File: src/rtl/lprd_pkg.sv
// Package for the length-prefixed record deframer: field kinds, verdict
// codes, widths and the result record passed from classifier to queue.
// No dependencies.
`timescale 1ns / 1ps
`default_nettype none

package lprd_pkg;

    localparam int BYTE_W   = 8;
    localparam int KIND_W   = 4;
    localparam int WORD_W   = 32;
    localparam int VERD_W   = 2;
    localparam int POS_W    = 3;
    localparam int WORD_BYTES = WORD_W / BYTE_W;
    localparam int QUEUE_DEPTH_DEF = 2;

    // Field kind doubles as the parser phase.
    typedef enum logic [KIND_W-1:0] {
        PH_VERSION  = 4'd0,
        PH_COUNT    = 4'd1,
        PH_NAME_LEN = 4'd2,
        PH_NAME     = 4'd3,
        PH_TERM     = 4'd4,
        PH_PAY_LEN  = 4'd5,
        PH_PAYLOAD  = 4'd6,
        PH_TRAILER  = 4'd7,
        PH_DONE     = 4'd8
    } phase_t;

    typedef enum logic [VERD_W-1:0] {
        VERD_OK     = 2'd0,
        VERD_TRUNC  = 2'd1,
        VERD_EXCESS = 2'd2
    } verdict_t;

    typedef struct packed {
        logic [BYTE_W-1:0] byte_out;
        phase_t            field_kind;
        logic [WORD_W-1:0] record_number;
        logic              verdict_valid;
        verdict_t          verdict;
    } res_t;

endpackage

`default_nettype wire

File: src/rtl/lprd_if.sv
// Valid/ready channel interfaces for the deframer input bytes and tagged
// results. Depends on lprd_pkg.
`timescale 1ns / 1ps
`default_nettype none

interface lprd_in_if;
    logic                      valid;
    logic                      ready;
    logic [lprd_pkg::BYTE_W-1:0] byte_value;
    logic                      is_final;

    modport source (output valid, output byte_value, output is_final, input ready);
    modport sink   (input valid, input byte_value, input is_final, output ready);
endinterface

interface lprd_out_if;
    logic                        valid;
    logic                        ready;
    logic [lprd_pkg::BYTE_W-1:0] byte_out;
    logic [lprd_pkg::KIND_W-1:0] field_kind;
    logic [lprd_pkg::WORD_W-1:0] record_number;
    logic                        verdict_valid;
    logic [lprd_pkg::VERD_W-1:0] verdict;

    modport source (output valid, output byte_out, output field_kind,
                    output record_number, output verdict_valid, output verdict,
                    input ready);
    modport sink   (input valid, input byte_out, input field_kind,
                    input record_number, input verdict_valid, input verdict,
                    output ready);
endinterface

`default_nettype wire

File: src/rtl/lprd_front.sv
// Front part of the deframer: accepts bytes, tracks the parse phase and
// counters, and pushes one tagged result per byte. Depends on lprd_pkg, lprd_if.
`timescale 1ns / 1ps
`default_nettype none

module lprd_front (
    input  wire             clk,
    input  wire             rst_n,
    lprd_in_if.sink         in_ch,
    input  wire             q_ready,
    output logic            push,
    output lprd_pkg::res_t  res
);
    import lprd_pkg::*;

    phase_t            phase_reg, phase_next;
    logic [POS_W-1:0]  pos_reg, pos_next;
    logic [WORD_W-1:0] shift_reg, shift_next;
    logic [WORD_W-1:0] left_reg, left_next;
    logic [WORD_W-1:0] recs_reg, recs_next;
    logic [WORD_W-1:0] index_reg, index_next;

    logic              acc;
    logic [POS_W-1:0]  pos_inc;
    logic [WORD_W-1:0] len_acc;
    logic [WORD_W-1:0] left_dec;
    logic [WORD_W-1:0] recs_dec;

    assign in_ch.ready = q_ready;
    assign acc         = in_ch.valid && q_ready;
    assign push        = acc;

    assign pos_inc  = pos_reg + POS_W'(1);
    assign len_acc  = shift_reg
                    | ({{(WORD_W-BYTE_W){1'b0}}, in_ch.byte_value} << {pos_reg[1:0], 3'b000});
    assign left_dec = left_reg - WORD_W'(1);
    assign recs_dec = recs_reg - WORD_W'(1);

    always_comb
    begin
        phase_next = phase_reg;
        pos_next   = pos_reg;
        shift_next = shift_reg;
        left_next  = left_reg;
        recs_next  = recs_reg;
        index_next = index_reg;

        case (phase_reg)
            PH_VERSION:
            begin
                if (pos_inc[2])
                begin
                    pos_next   = '0;
                    phase_next = PH_COUNT;
                end
                else
                begin
                    pos_next = pos_inc;
                end
            end
            PH_COUNT:
            begin
                if (pos_inc[2])
                begin
                    pos_next   = '0;
                    shift_next = '0;
                    recs_next  = len_acc;
                    phase_next = (len_acc != '0) ? PH_NAME_LEN : PH_DONE;
                end
                else
                begin
                    pos_next   = pos_inc;
                    shift_next = len_acc;
                end
            end
            PH_NAME_LEN, PH_PAY_LEN:
            begin
                if (pos_inc[2])
                begin
                    pos_next   = '0;
                    shift_next = '0;
                    left_next  = len_acc;
                    if (phase_reg == PH_NAME_LEN)
                        phase_next = (len_acc != '0) ? PH_NAME : PH_TERM;
                    else
                        phase_next = (len_acc != '0) ? PH_PAYLOAD : PH_TRAILER;
                end
                else
                begin
                    pos_next   = pos_inc;
                    shift_next = len_acc;
                end
            end
            PH_NAME, PH_PAYLOAD:
            begin
                left_next = left_dec;
                if (left_dec == '0)
                    phase_next = (phase_reg == PH_NAME) ? PH_TERM : PH_TRAILER;
            end
            PH_TERM:
            begin
                phase_next = PH_PAY_LEN;
            end
            PH_TRAILER:
            begin
                pos_next = pos_inc;
                if (pos_inc == '0)
                begin
                    recs_next  = recs_dec;
                    index_next = index_reg + WORD_W'(1);
                    phase_next = (recs_dec != '0) ? PH_NAME_LEN : PH_DONE;
                end
            end
            default:
            begin
                phase_next = PH_DONE;
            end
        endcase
    end

    always_comb
    begin
        res.byte_out      = in_ch.byte_value;
        res.field_kind    = phase_reg;
        res.record_number = index_reg;
        res.verdict_valid = in_ch.is_final;
        if (!in_ch.is_final)
            res.verdict = VERD_OK;
        else if (phase_reg == PH_DONE)
            res.verdict = VERD_EXCESS;
        else if (phase_next == PH_DONE)
            res.verdict = VERD_OK;
        else
            res.verdict = VERD_TRUNC;
    end

    always_ff @(posedge clk or negedge rst_n)
    begin
        if (!rst_n)
        begin
            phase_reg <= PH_VERSION;
            pos_reg   <= '0;
            shift_reg <= '0;
            left_reg  <= '0;
            recs_reg  <= '0;
            index_reg <= '0;
        end
        else if (acc)
        begin
            if (in_ch.is_final)
            begin
                // last byte of a file: back to the header for the next one
                phase_reg <= PH_VERSION;
                pos_reg   <= '0;
                shift_reg <= '0;
                left_reg  <= '0;
                recs_reg  <= '0;
                index_reg <= '0;
            end
            else
            begin
                phase_reg <= phase_next;
                pos_reg   <= pos_next;
                shift_reg <= shift_next;
                left_reg  <= left_next;
                recs_reg  <= recs_next;
                index_reg <= index_next;
            end
        end
    end

    a_final_restarts: assert property (@(posedge clk) disable iff (!rst_n)
        (acc && in_ch.is_final) |=> (phase_reg == PH_VERSION && index_reg == '0))
        else $error("final byte did not restart the parser");

    a_pos_short_outside_trailer: assert property (@(posedge clk) disable iff (!rst_n)
        (phase_reg != PH_TRAILER) |-> (pos_reg[2] == 1'b0))
        else $error("byte position out of range for a length field");

    a_hold_without_accept: assert property (@(posedge clk) disable iff (!rst_n)
        !acc |=> ($stable(phase_reg) && $stable(index_reg) && $stable(left_reg)))
        else $error("parser state moved without an accepted byte");

endmodule

`default_nettype wire

File: src/rtl/lprd_queue.sv
// Back part of the deframer: a short register queue that holds tagged results
// and drives the output channel. Depends on lprd_pkg, lprd_if.
`timescale 1ns / 1ps
`default_nettype none

module lprd_queue #(
    parameter int DEPTH = lprd_pkg::QUEUE_DEPTH_DEF
) (
    input  wire             clk,
    input  wire             rst_n,
    input  wire             push,
    input  lprd_pkg::res_t  push_data,
    output logic            q_ready,
    lprd_out_if.source      out_ch
);
    import lprd_pkg::*;

    localparam int PTR_W = (DEPTH > 1) ? $clog2(DEPTH) : 1;
    localparam int CNT_W = $clog2(DEPTH + 1);

    res_t             mem [DEPTH];
    logic [PTR_W-1:0] wr_ptr_reg, wr_ptr_next;
    logic [PTR_W-1:0] rd_ptr_reg, rd_ptr_next;
    logic [CNT_W-1:0] count_reg, count_next;
    logic             pop;
    res_t             head;

    assign q_ready = (count_reg != CNT_W'(DEPTH));
    assign pop     = out_ch.valid && out_ch.ready;
    assign head    = mem[rd_ptr_reg];

    assign out_ch.valid         = (count_reg != '0);
    assign out_ch.byte_out      = head.byte_out;
    assign out_ch.field_kind    = head.field_kind;
    assign out_ch.record_number = head.record_number;
    assign out_ch.verdict_valid = head.verdict_valid;
    assign out_ch.verdict       = head.verdict;

    always_comb
    begin
        wr_ptr_next = wr_ptr_reg;
        rd_ptr_next = rd_ptr_reg;
        count_next  = count_reg;
        if (push)
            wr_ptr_next = (wr_ptr_reg == PTR_W'(DEPTH - 1)) ? '0 : wr_ptr_reg + PTR_W'(1);
        if (pop)
            rd_ptr_next = (rd_ptr_reg == PTR_W'(DEPTH - 1)) ? '0 : rd_ptr_reg + PTR_W'(1);
        if (push && !pop)
            count_next = count_reg + CNT_W'(1);
        else if (pop && !push)
            count_next = count_reg - CNT_W'(1);
    end

    always_ff @(posedge clk)
    begin
        if (push)
            mem[wr_ptr_reg] <= push_data;
    end

    always_ff @(posedge clk or negedge rst_n)
    begin
        if (!rst_n)
        begin
            wr_ptr_reg <= '0;
            rd_ptr_reg <= '0;
            count_reg  <= '0;
        end
        else
        begin
            wr_ptr_reg <= wr_ptr_next;
            rd_ptr_reg <= rd_ptr_next;
            count_reg  <= count_next;
        end
    end

    a_count_bound: assert property (@(posedge clk) disable iff (!rst_n)
        count_reg <= CNT_W'(DEPTH))
        else $error("queue count exceeds depth");

    a_no_push_full: assert property (@(posedge clk) disable iff (!rst_n)
        push |-> q_ready)
        else $error("push into a full queue");

    a_count_tracks: assert property (@(posedge clk) disable iff (!rst_n)
        (push && !pop) |=> (count_reg == $past(count_reg) + CNT_W'(1)))
        else $error("queue count did not advance on push");

endmodule

`default_nettype wire

File: src/rtl/length_prefixed_record_deframer.sv
// A byte accepted is written into the result queue registers; its tagged
// transaction shows on the output once it reaches the head of the queue.
// Throughput: one byte per cycle while the queue has room; the parse step
// updates only counters; the queue (two entries by default) absorbs stalls.
// Reset (rst_n low, asynchronous): parser returns to the version phase with
// all counters cleared and the queue emptied; queue entries are not cleared.
`timescale 1ns / 1ps
`default_nettype none

module length_prefixed_record_deframer #(
    parameter int QUEUE_DEPTH = lprd_pkg::QUEUE_DEPTH_DEF
) (
    input  wire        clk,
    input  wire        rst_n,
    lprd_in_if.sink    in_ch,
    lprd_out_if.source out_ch
);
    import lprd_pkg::*;

    // Front to back: one tagged result per accepted byte.
    res_t res;
    logic push;
    logic q_ready;

    // Front: classify each byte by the current phase, assemble the
    // little-endian length words, count name/payload/trailer bytes and
    // decide the verdict on the final byte. Stall while the queue is full.
    lprd_front u_front (
        .clk     (clk),
        .rst_n   (rst_n),
        .in_ch   (in_ch),
        .q_ready (q_ready),
        .push    (push),
        .res     (res)
    );

    // Back: hold finished transactions until the sink takes them, so a
    // stalled output does not stop input while there is room.
    lprd_queue #(
        .DEPTH (QUEUE_DEPTH)
    ) u_queue (
        .clk       (clk),
        .rst_n     (rst_n),
        .push      (push),
        .push_data (res),
        .q_ready   (q_ready),
        .out_ch    (out_ch)
    );

endmodule

`default_nettype wire
File: src/flat_wrapper.sv
// flat-port wrapper written by rule: the top's interface ports become plain ports
module length_prefixed_record_deframer_flat import lprd_pkg::*;
#(
    parameter int QUEUE_DEPTH = lprd_pkg::QUEUE_DEPTH_DEF
)
  (clk, rst_n, in_ch_valid, in_ch_byte_value, in_ch_is_final, in_ch_ready, out_ch_valid, out_ch_byte_out, out_ch_field_kind, out_ch_record_number, out_ch_verdict_valid, out_ch_verdict, out_ch_ready);
  lprd_in_if in_ch_i ();
  lprd_out_if out_ch_i ();
  input  wire clk;
  input  wire rst_n;
  input wire logic [$bits(in_ch_i.valid)-1:0] in_ch_valid;
  input wire logic [$bits(in_ch_i.byte_value)-1:0] in_ch_byte_value;
  input wire logic [$bits(in_ch_i.is_final)-1:0] in_ch_is_final;
  output wire logic [$bits(in_ch_i.ready)-1:0] in_ch_ready;
  output wire logic [$bits(out_ch_i.valid)-1:0] out_ch_valid;
  output wire logic [$bits(out_ch_i.byte_out)-1:0] out_ch_byte_out;
  output wire logic [$bits(out_ch_i.field_kind)-1:0] out_ch_field_kind;
  output wire logic [$bits(out_ch_i.record_number)-1:0] out_ch_record_number;
  output wire logic [$bits(out_ch_i.verdict_valid)-1:0] out_ch_verdict_valid;
  output wire logic [$bits(out_ch_i.verdict)-1:0] out_ch_verdict;
  input wire logic [$bits(out_ch_i.ready)-1:0] out_ch_ready;
  assign in_ch_i.valid = in_ch_valid;
  assign in_ch_i.byte_value = in_ch_byte_value;
  assign in_ch_i.is_final = in_ch_is_final;
  assign in_ch_ready = in_ch_i.ready;
  assign out_ch_valid = out_ch_i.valid;
  assign out_ch_byte_out = out_ch_i.byte_out;
  assign out_ch_field_kind = out_ch_i.field_kind;
  assign out_ch_record_number = out_ch_i.record_number;
  assign out_ch_verdict_valid = out_ch_i.verdict_valid;
  assign out_ch_verdict = out_ch_i.verdict;
  assign out_ch_i.ready = out_ch_ready;
  length_prefixed_record_deframer #(.QUEUE_DEPTH(QUEUE_DEPTH)) u_core (.clk(clk), .rst_n(rst_n), .in_ch(in_ch_i), .out_ch(out_ch_i));
endmodule
File: config.mk
export PLATFORM = sky130hd
export DESIGN_NAME = length_prefixed_record_deframer_flat
export DESIGN_NICKNAME = d
export VERILOG_FILES = /design/src/rtl/lprd_pkg.sv /design/src/rtl/lprd_if.sv /design/src/rtl/lprd_front.sv /design/src/rtl/lprd_queue.sv /design/src/rtl/length_prefixed_record_deframer.sv /design/src/flat_wrapper.sv
export SDC_FILE = /design/constraint.sdc
export NUM_CORES = 1
export LEC_CHECK = 0
export CAP_MARGIN = 10
export CORE_ASPECT_RATIO = 0.6
export CORE_MARGIN = 1
export CORE_UTILIZATION = 25
export CTS_CLUSTER_SIZE = 12
export DETAILED_ROUTE_END_ITERATION = 10
export DONT_BUFFER_PORTS = 1
export GPL_TIMING_DRIVEN = 0
export SLEW_MARGIN = 15
export SYNTH_ARGS = -nofsm -noshare
export SYNTH_HDL_FRONTEND = slang
export SYNTH_HIERARCHICAL = 1
export SYNTH_SLANG_ARGS = --single-unit
File: constraint.sdc
create_clock -name clk -period 7.9 [get_ports clk]
set_input_delay 1.185 -clock clk [delete_from_list [all_inputs] [get_ports clk]]
set_output_delay 1.185 -clock clk [all_outputs]
set_load 0.02 [all_outputs]
Yosys cells after proc, flatten, opt, wreduce, memory -nomap -nowiden
Memory sizes are Yosys's and may differ from the RTL's.
Index checks and enable logic that the tools add are counted.
{"block": "word_totals", "ram_bits": 94, "elab_cells": 98, "regBits": 139, "n_memories": 1}
{"memory": "u_core.u_queue.mem", "words": 2, "width": 47, "read_ports": 1, "rd_clocked_by_memory_dff": 0, "wr": 1, "line": "lprd_queue.sv:21", "text": "res_t mem [DEPTH];"}
{"block": "classes", "reduce_logical": 28, "n_bitwise": 1, "mux": 37, "eq_ne": 13, "shift": 1, "add_sub_neg": 8}
{"operator": "32-bit two-way mux", "n": 10}
{"operator": "32-bit one-hot mux with 2 select lines", "n": 2}
{"operator": "32-bit nonzero test", "n": 2}
{"operator": "32-bit by 1-bit subtractor with 32-bit output, second input constant", "n": 2}
{"operator": "32-bit by 1-bit adder with 32-bit output, second input constant", "n": 1}
{"operator": "32-bit zero test", "n": 1}
{"operator": "4-bit two-way mux", "n": 8}
{"operator": "32-bit bitwise OR", "n": 1}
{"operator": "8-bit by 5-bit << shifter with 32-bit output", "n": 1}
{"operator": "4-bit one-hot mux with 6 select lines", "n": 1}
{"operator": "4-bit by 3-bit equality test with 1-bit output, second input constant", "n": 4}
{"operator": "2-bit two-way mux", "n": 6}
{"operator": "2-bit nonzero test", "n": 5}
{"operator": "3-bit two-way mux", "n": 3}
{"operator": "3-bit inequality test, second input constant", "n": 3}
{"operator": "3-bit nonzero test", "n": 3}
{"operator": "4-bit by 2-bit equality test with 1-bit output, second input constant", "n": 2}
{"operator": "4-bit equality test, second input constant", "n": 2}
{"operator": "1-bit two-way mux", "n": 6}
{"operator": "3-bit one-hot mux with 2 select lines", "n": 1}
{"operator": "3-bit AND reduction", "n": 2}
{"operator": "4-bit by 1-bit equality test with 1-bit output, second input constant", "n": 1}
{"operator": "1-bit logical AND", "n": 4}
{"operator": "4-bit zero test", "n": 1}
{"operator": "other kinds (12)", "n": 16}

Depth between registers and ports, before layout
{"block": "depth", "ltp_word": 11, "mapped_depth": 12, "mapped_depth_nobuf": 11}

Modules after synthesis
The synthesis kept the hierarchy.
{"mod": "lprd_front", "n_inst": 1, "cells_each": 1107, "area_per_inst_um2": 8765.9}
{"mod": "lprd_queue", "n_inst": 1, "cells_each": 162, "area_per_inst_um2": 3659.8}

Worst setup path after synthesis
OpenSTA, ideal clock, no wires.
{"block": "synth_path", "path_type": "input to register", "from": "input port in_ch_valid", "to": "memory u_core/u_queue/mem[0][0] (netlist bit) (enable)", "setup_ns": 0.457, "slack_ns": 3.509, "arrival_ns": 3.934, "cell_stages": 4, "path_cell_list": "nand2_1 -> inv_1 -> clkbuf_1 -> nor2b_1"}
{"block": "synth_via", "elab_chain_cells": 3}
{"element": "start: declaration", "line": "flat_wrapper.sv:11", "text": "input wire logic [$bits(in_ch_i.valid)-1:0] in_ch_valid;"}
{"element": "1-bit logical AND", "line": "lprd_front.sv:30", "text": "assign acc = in_ch.valid && q_ready;"}
{"element": "net u_core.push", "line": "length_prefixed_record_deframer.sv:22", "text": "logic push;"}
{"element": "1-bit two-way mux", "line": "lprd_queue.sv:56", "text": "if (push)"}
{"element": "1-bit two-way mux (not written as such)", "line": "lprd_queue.sv:57", "text": "mem[wr_ptr_reg] <= push_data;"}
{"element": "end: declaration", "line": "lprd_queue.sv:21"}
The timed path passes the listed nets, and every way through them passes these cells.

Worst setup path after layout
{"block": "layout_path", "from": "register u_core.u_front.pos_reg[0]", "to": "register u_core.u_front.phase_reg[2]"}
{"block": "layout_via", "elab_chain_cells": 8}
{"element": "start: declaration", "line": "lprd_front.sv:17", "text": "logic [POS_W-1:0] pos_reg, pos_next;"}
{"element": "start signal: assignment", "line": "lprd_front.sv:163", "text": "pos_reg <= pos_next;"}
{"element": "8-bit by 5-bit << shifter with 32-bit output", "line": "lprd_front.sv:35", "text": "| ({{(WORD_W-BYTE_W){1'b0}}, in_ch.byte_value} << {pos_reg[1:0], 3'b000});"}
{"element": "32-bit bitwise OR", "line": "lprd_front.sv:35"}
{"element": "32-bit nonzero test", "line": "lprd_front.sv:84", "text": "phase_next = (len_acc != '0) ? PH_NAME : PH_TERM;"}
{"element": "3-bit two-way mux", "line": "lprd_front.sv:84"}
{"element": "3-bit two-way mux", "line": "lprd_front.sv:83", "text": "if (phase_reg == PH_NAME_LEN)"}
{"element": "4-bit two-way mux", "line": "lprd_front.sv:78", "text": "if (pos_inc[2])"}
{"element": "4-bit one-hot mux with 6 select lines *", "line": "lprd_front.sv:48", "text": "case (phase_reg)"}
{"element": "4-bit two-way mux *", "line": "lprd_front.sv:150", "text": "if (in_ch.is_final)"}
{"element": "end signal: assignment", "line": "lprd_front.sv:162", "text": "phase_reg <= phase_next;"}
{"element": "end: declaration", "line": "lprd_front.sv:16", "text": "phase_t phase_reg, phase_next;"}
Mark *: on every way between the ends. The rest lies on a longest branch, timed or not.
A chain may end at the register's enable or synchronous reset.

==> run metrics <==
status=finished clean; max reg flops=94; RD Place Congestion=between 0.9 and 1; wirelength, routed=40.1 mm; leading cell type in the layout, fill and taps excluded=nor2_1; final net count=1320; WS Path Type=register to register; Syn Std Cell Area=12400 µm²; clock latency on the worst-skew pair=0.55 ns; Starting DRT DRC Count=between 1000 and 1500; crit share post-route=about half; most frequent cells in the layout=nor2_1 (173), dfrtp_1 (139), o21ai_0 (133); antenna violations before repair=0; Critical Path End Type=register; setup slack at placement=roughly 3.5 ns; dpl hpwl=29.4 mm; pin count of the biggest net entering global routing=140; Mapped Nets=1292; share of cells above drive strength 1=under 10%; row cnt=62; min setup slack post-route=3.82 ns; Least-Margin Pin Slew=1.16 ns; Filler cells=5055; register area share after synthesis=50.7%; Leak=roughly 5.4 nW; H-tree Lvls=1; Worst EP arrival=about 4.5 ns; CTS Buf Count=24; Largest Register=u_core/u_queue/mem; number of synthesized flops with an enable pin=94; Min Clock Period, post-route=4.08 ns; endpoints failing hold=0; Slew Limit Fails=0; hold_buf cts=0; post-route ant nets=0; Rel. slew slack=approximately 22%; Total Die Area=50600 µm²; setup TNS=0 ns; synthesized flop and latch total=approximately 230; CP Launch Type=register; # diodes=0; chip height=~170 µm; crit-path max FO=10; Vias=10500; Max Cap Viol=0; post-CTS setup buffer count=0; PD cells=415 nW/µm²; final setup fails=0; clock sink total=233; Hold Path Class=input port to async pin; clock buffer depth=3; RSZ-0062 raised after global routing=no; clock skew=~0.036 ns; Initial Util=25.7%; Worst IR Drop VDD=177 µV; WHS=approximately 0.33 ns; Max Clk Rate=245 MHz; routed wire length per instance=just over 20 µm; Area Growth Syn to Fin=12.8%; Yosys Warn Count=6; CTS tree=yes; ys async rst share=just under 60%; Ports=62; first-pass GRT wire length=61.0 mm; post-CTS sizing=0; Post-Syn Instances=1269; vias in the first global route=9738; Clock Pin Slew Worst Setup and Hold Paths=0.06 ns; Die X-Extent=about 290 µm; vias per cell=approximately 5.4; DR pass1 iterations=5; Root Driver=clkbuf_16; Port Buf Inserts=0; Residual DRC=0; Yosys cell types=73; total gr overflow=0; gr usage total=15.5%; predominant post-synthesis flop cell=dfrtp_1; flop-to-flop setup slack=3.82 ns; Syn Area/Cell=just under 10 µm²; core area=48400 µm²; Final Util=29.0%; WP data required=8.35 ns
==> cell usage after synthesis (9+ instances only) <==
cell | count | area [µm²]
clkbuf_1 | 63 | 236
mux2_4 | 20 | 300
nand3_1 | 27 | 135
or4_1 | 11 | 82.6
nor2_1 | 173 | 649
dfrtp_1 | 139 | 3480
nand2_1 | 95 | 357
o21ai_0 | 133 | 666
xnor2_1 | 10 | 87.6
a21oi_1 | 92 | 460
buf_4 | 10 | 75.1
nand4_1 | 23 | 144
nor3_1 | 35 | 175
xor2_1 | 32 | 280
edfxtp_1 | 94 | 2820
mux2_2 | 28 | 315
a2111oi_0 | 9 | 78.8
inv_1 | 20 | 75.1
and3_1 | 17 | 106
nor4_1 | 17 | 106
o31ai_1 | 36 | 270
a31oi_1 | 32 | 200
ha_1 | 10 | 125
nor2b_1 | 9 | 56.3
==> where the power goes <==
group          leakage (nW)  switching [mW]  internal [mW]
sequential             2.76           0.243           1.57
clock                 0.360           0.493          0.627
combinational          2.28            1.98          0.901
total                  5.40            2.72           3.10
==> path summary, 6_finish.rpt <==
kind	start	end	cells past startpoint
max	u_core/u_front/pos_reg[0]	u_core/u_front/phase_reg[2]	12
min	rst_n	u_core/u_front/left_reg[10]	0
max reg2reg	u_core/u_front/pos_reg[0]	u_core/u_front/phase_reg[2]	12
min reg2reg	u_core/u_front/index_reg[23]	u_core/u_queue/mem[1][26]	0
max in group asynchronous	rst_n	u_core/u_front/index_reg[23]	0
min in group clk	u_core/u_front/index_reg[23]	u_core/u_queue/mem[1][26]	0
==> per-layer routing <==
layer  routed length (µm)  up-vias  track usage [%]
li1                     -     4722                -
met1                19400     5170             24.2
met2                14500      588             18.9
met3                 5630       47             6.88
met4                  474        2             2.64
met5                   40        -            0.563
==> worst max-delay path, stage by stage (launching register included) <==
cell,delay [ns]
dfrtp_1,0.60
clkbuf_1,0.50
nor3b_1,0.15
a2111oi_0,0.40
nand4_1,0.19
nor3_1,0.75
inv_1,0.22
ha_1,0.27
a211o_1,0.25
and2_1,0.19
a21oi_1,0.15
nor2_1,0.07
a311oi_2,0.25
==> area by class of cell <==
cell class	count	area, µm²	area share, %
plain buffers	87	415	2.96
multi-input cells	929	5640	40.3
inverters	20	75.1	0.536
repair buffers	2	40.0	0.286
clock buffers	39	687	4.90
clock inverters	4	56.3	0.402
flip-flops and latches	233	6300	44.9
well taps	640	801	5.71
==> through the flow <==
stage,power [mW],instance area (µm²),cells
6_report,5.82,14000,1954
5_1_grt,6.10,14000,1954
4_1_cts,5.73,14000,1954
3_5_place_dp,4.60,13300,1911
3_3_place_gp,4.56,13200,1909
2_1_floorplan,3.75,12400,1269
==> cell families after synthesis <==
family / Yosys count / synth area share [%]
AND/OR/NAND/NOR: 470 / 19.1
AO/OA/AOI/OAI: 357 / 17.1
flip-flops: 233 / 50.7
buffers and inverters: 107 / 3.95
multiplexers: 49 / 5.03
XOR/XNOR: 43 / 3.09
adder cells (fa/ha/maj): 10 / 1.01
No activity file was read; power rests on OpenSTA's default activity.
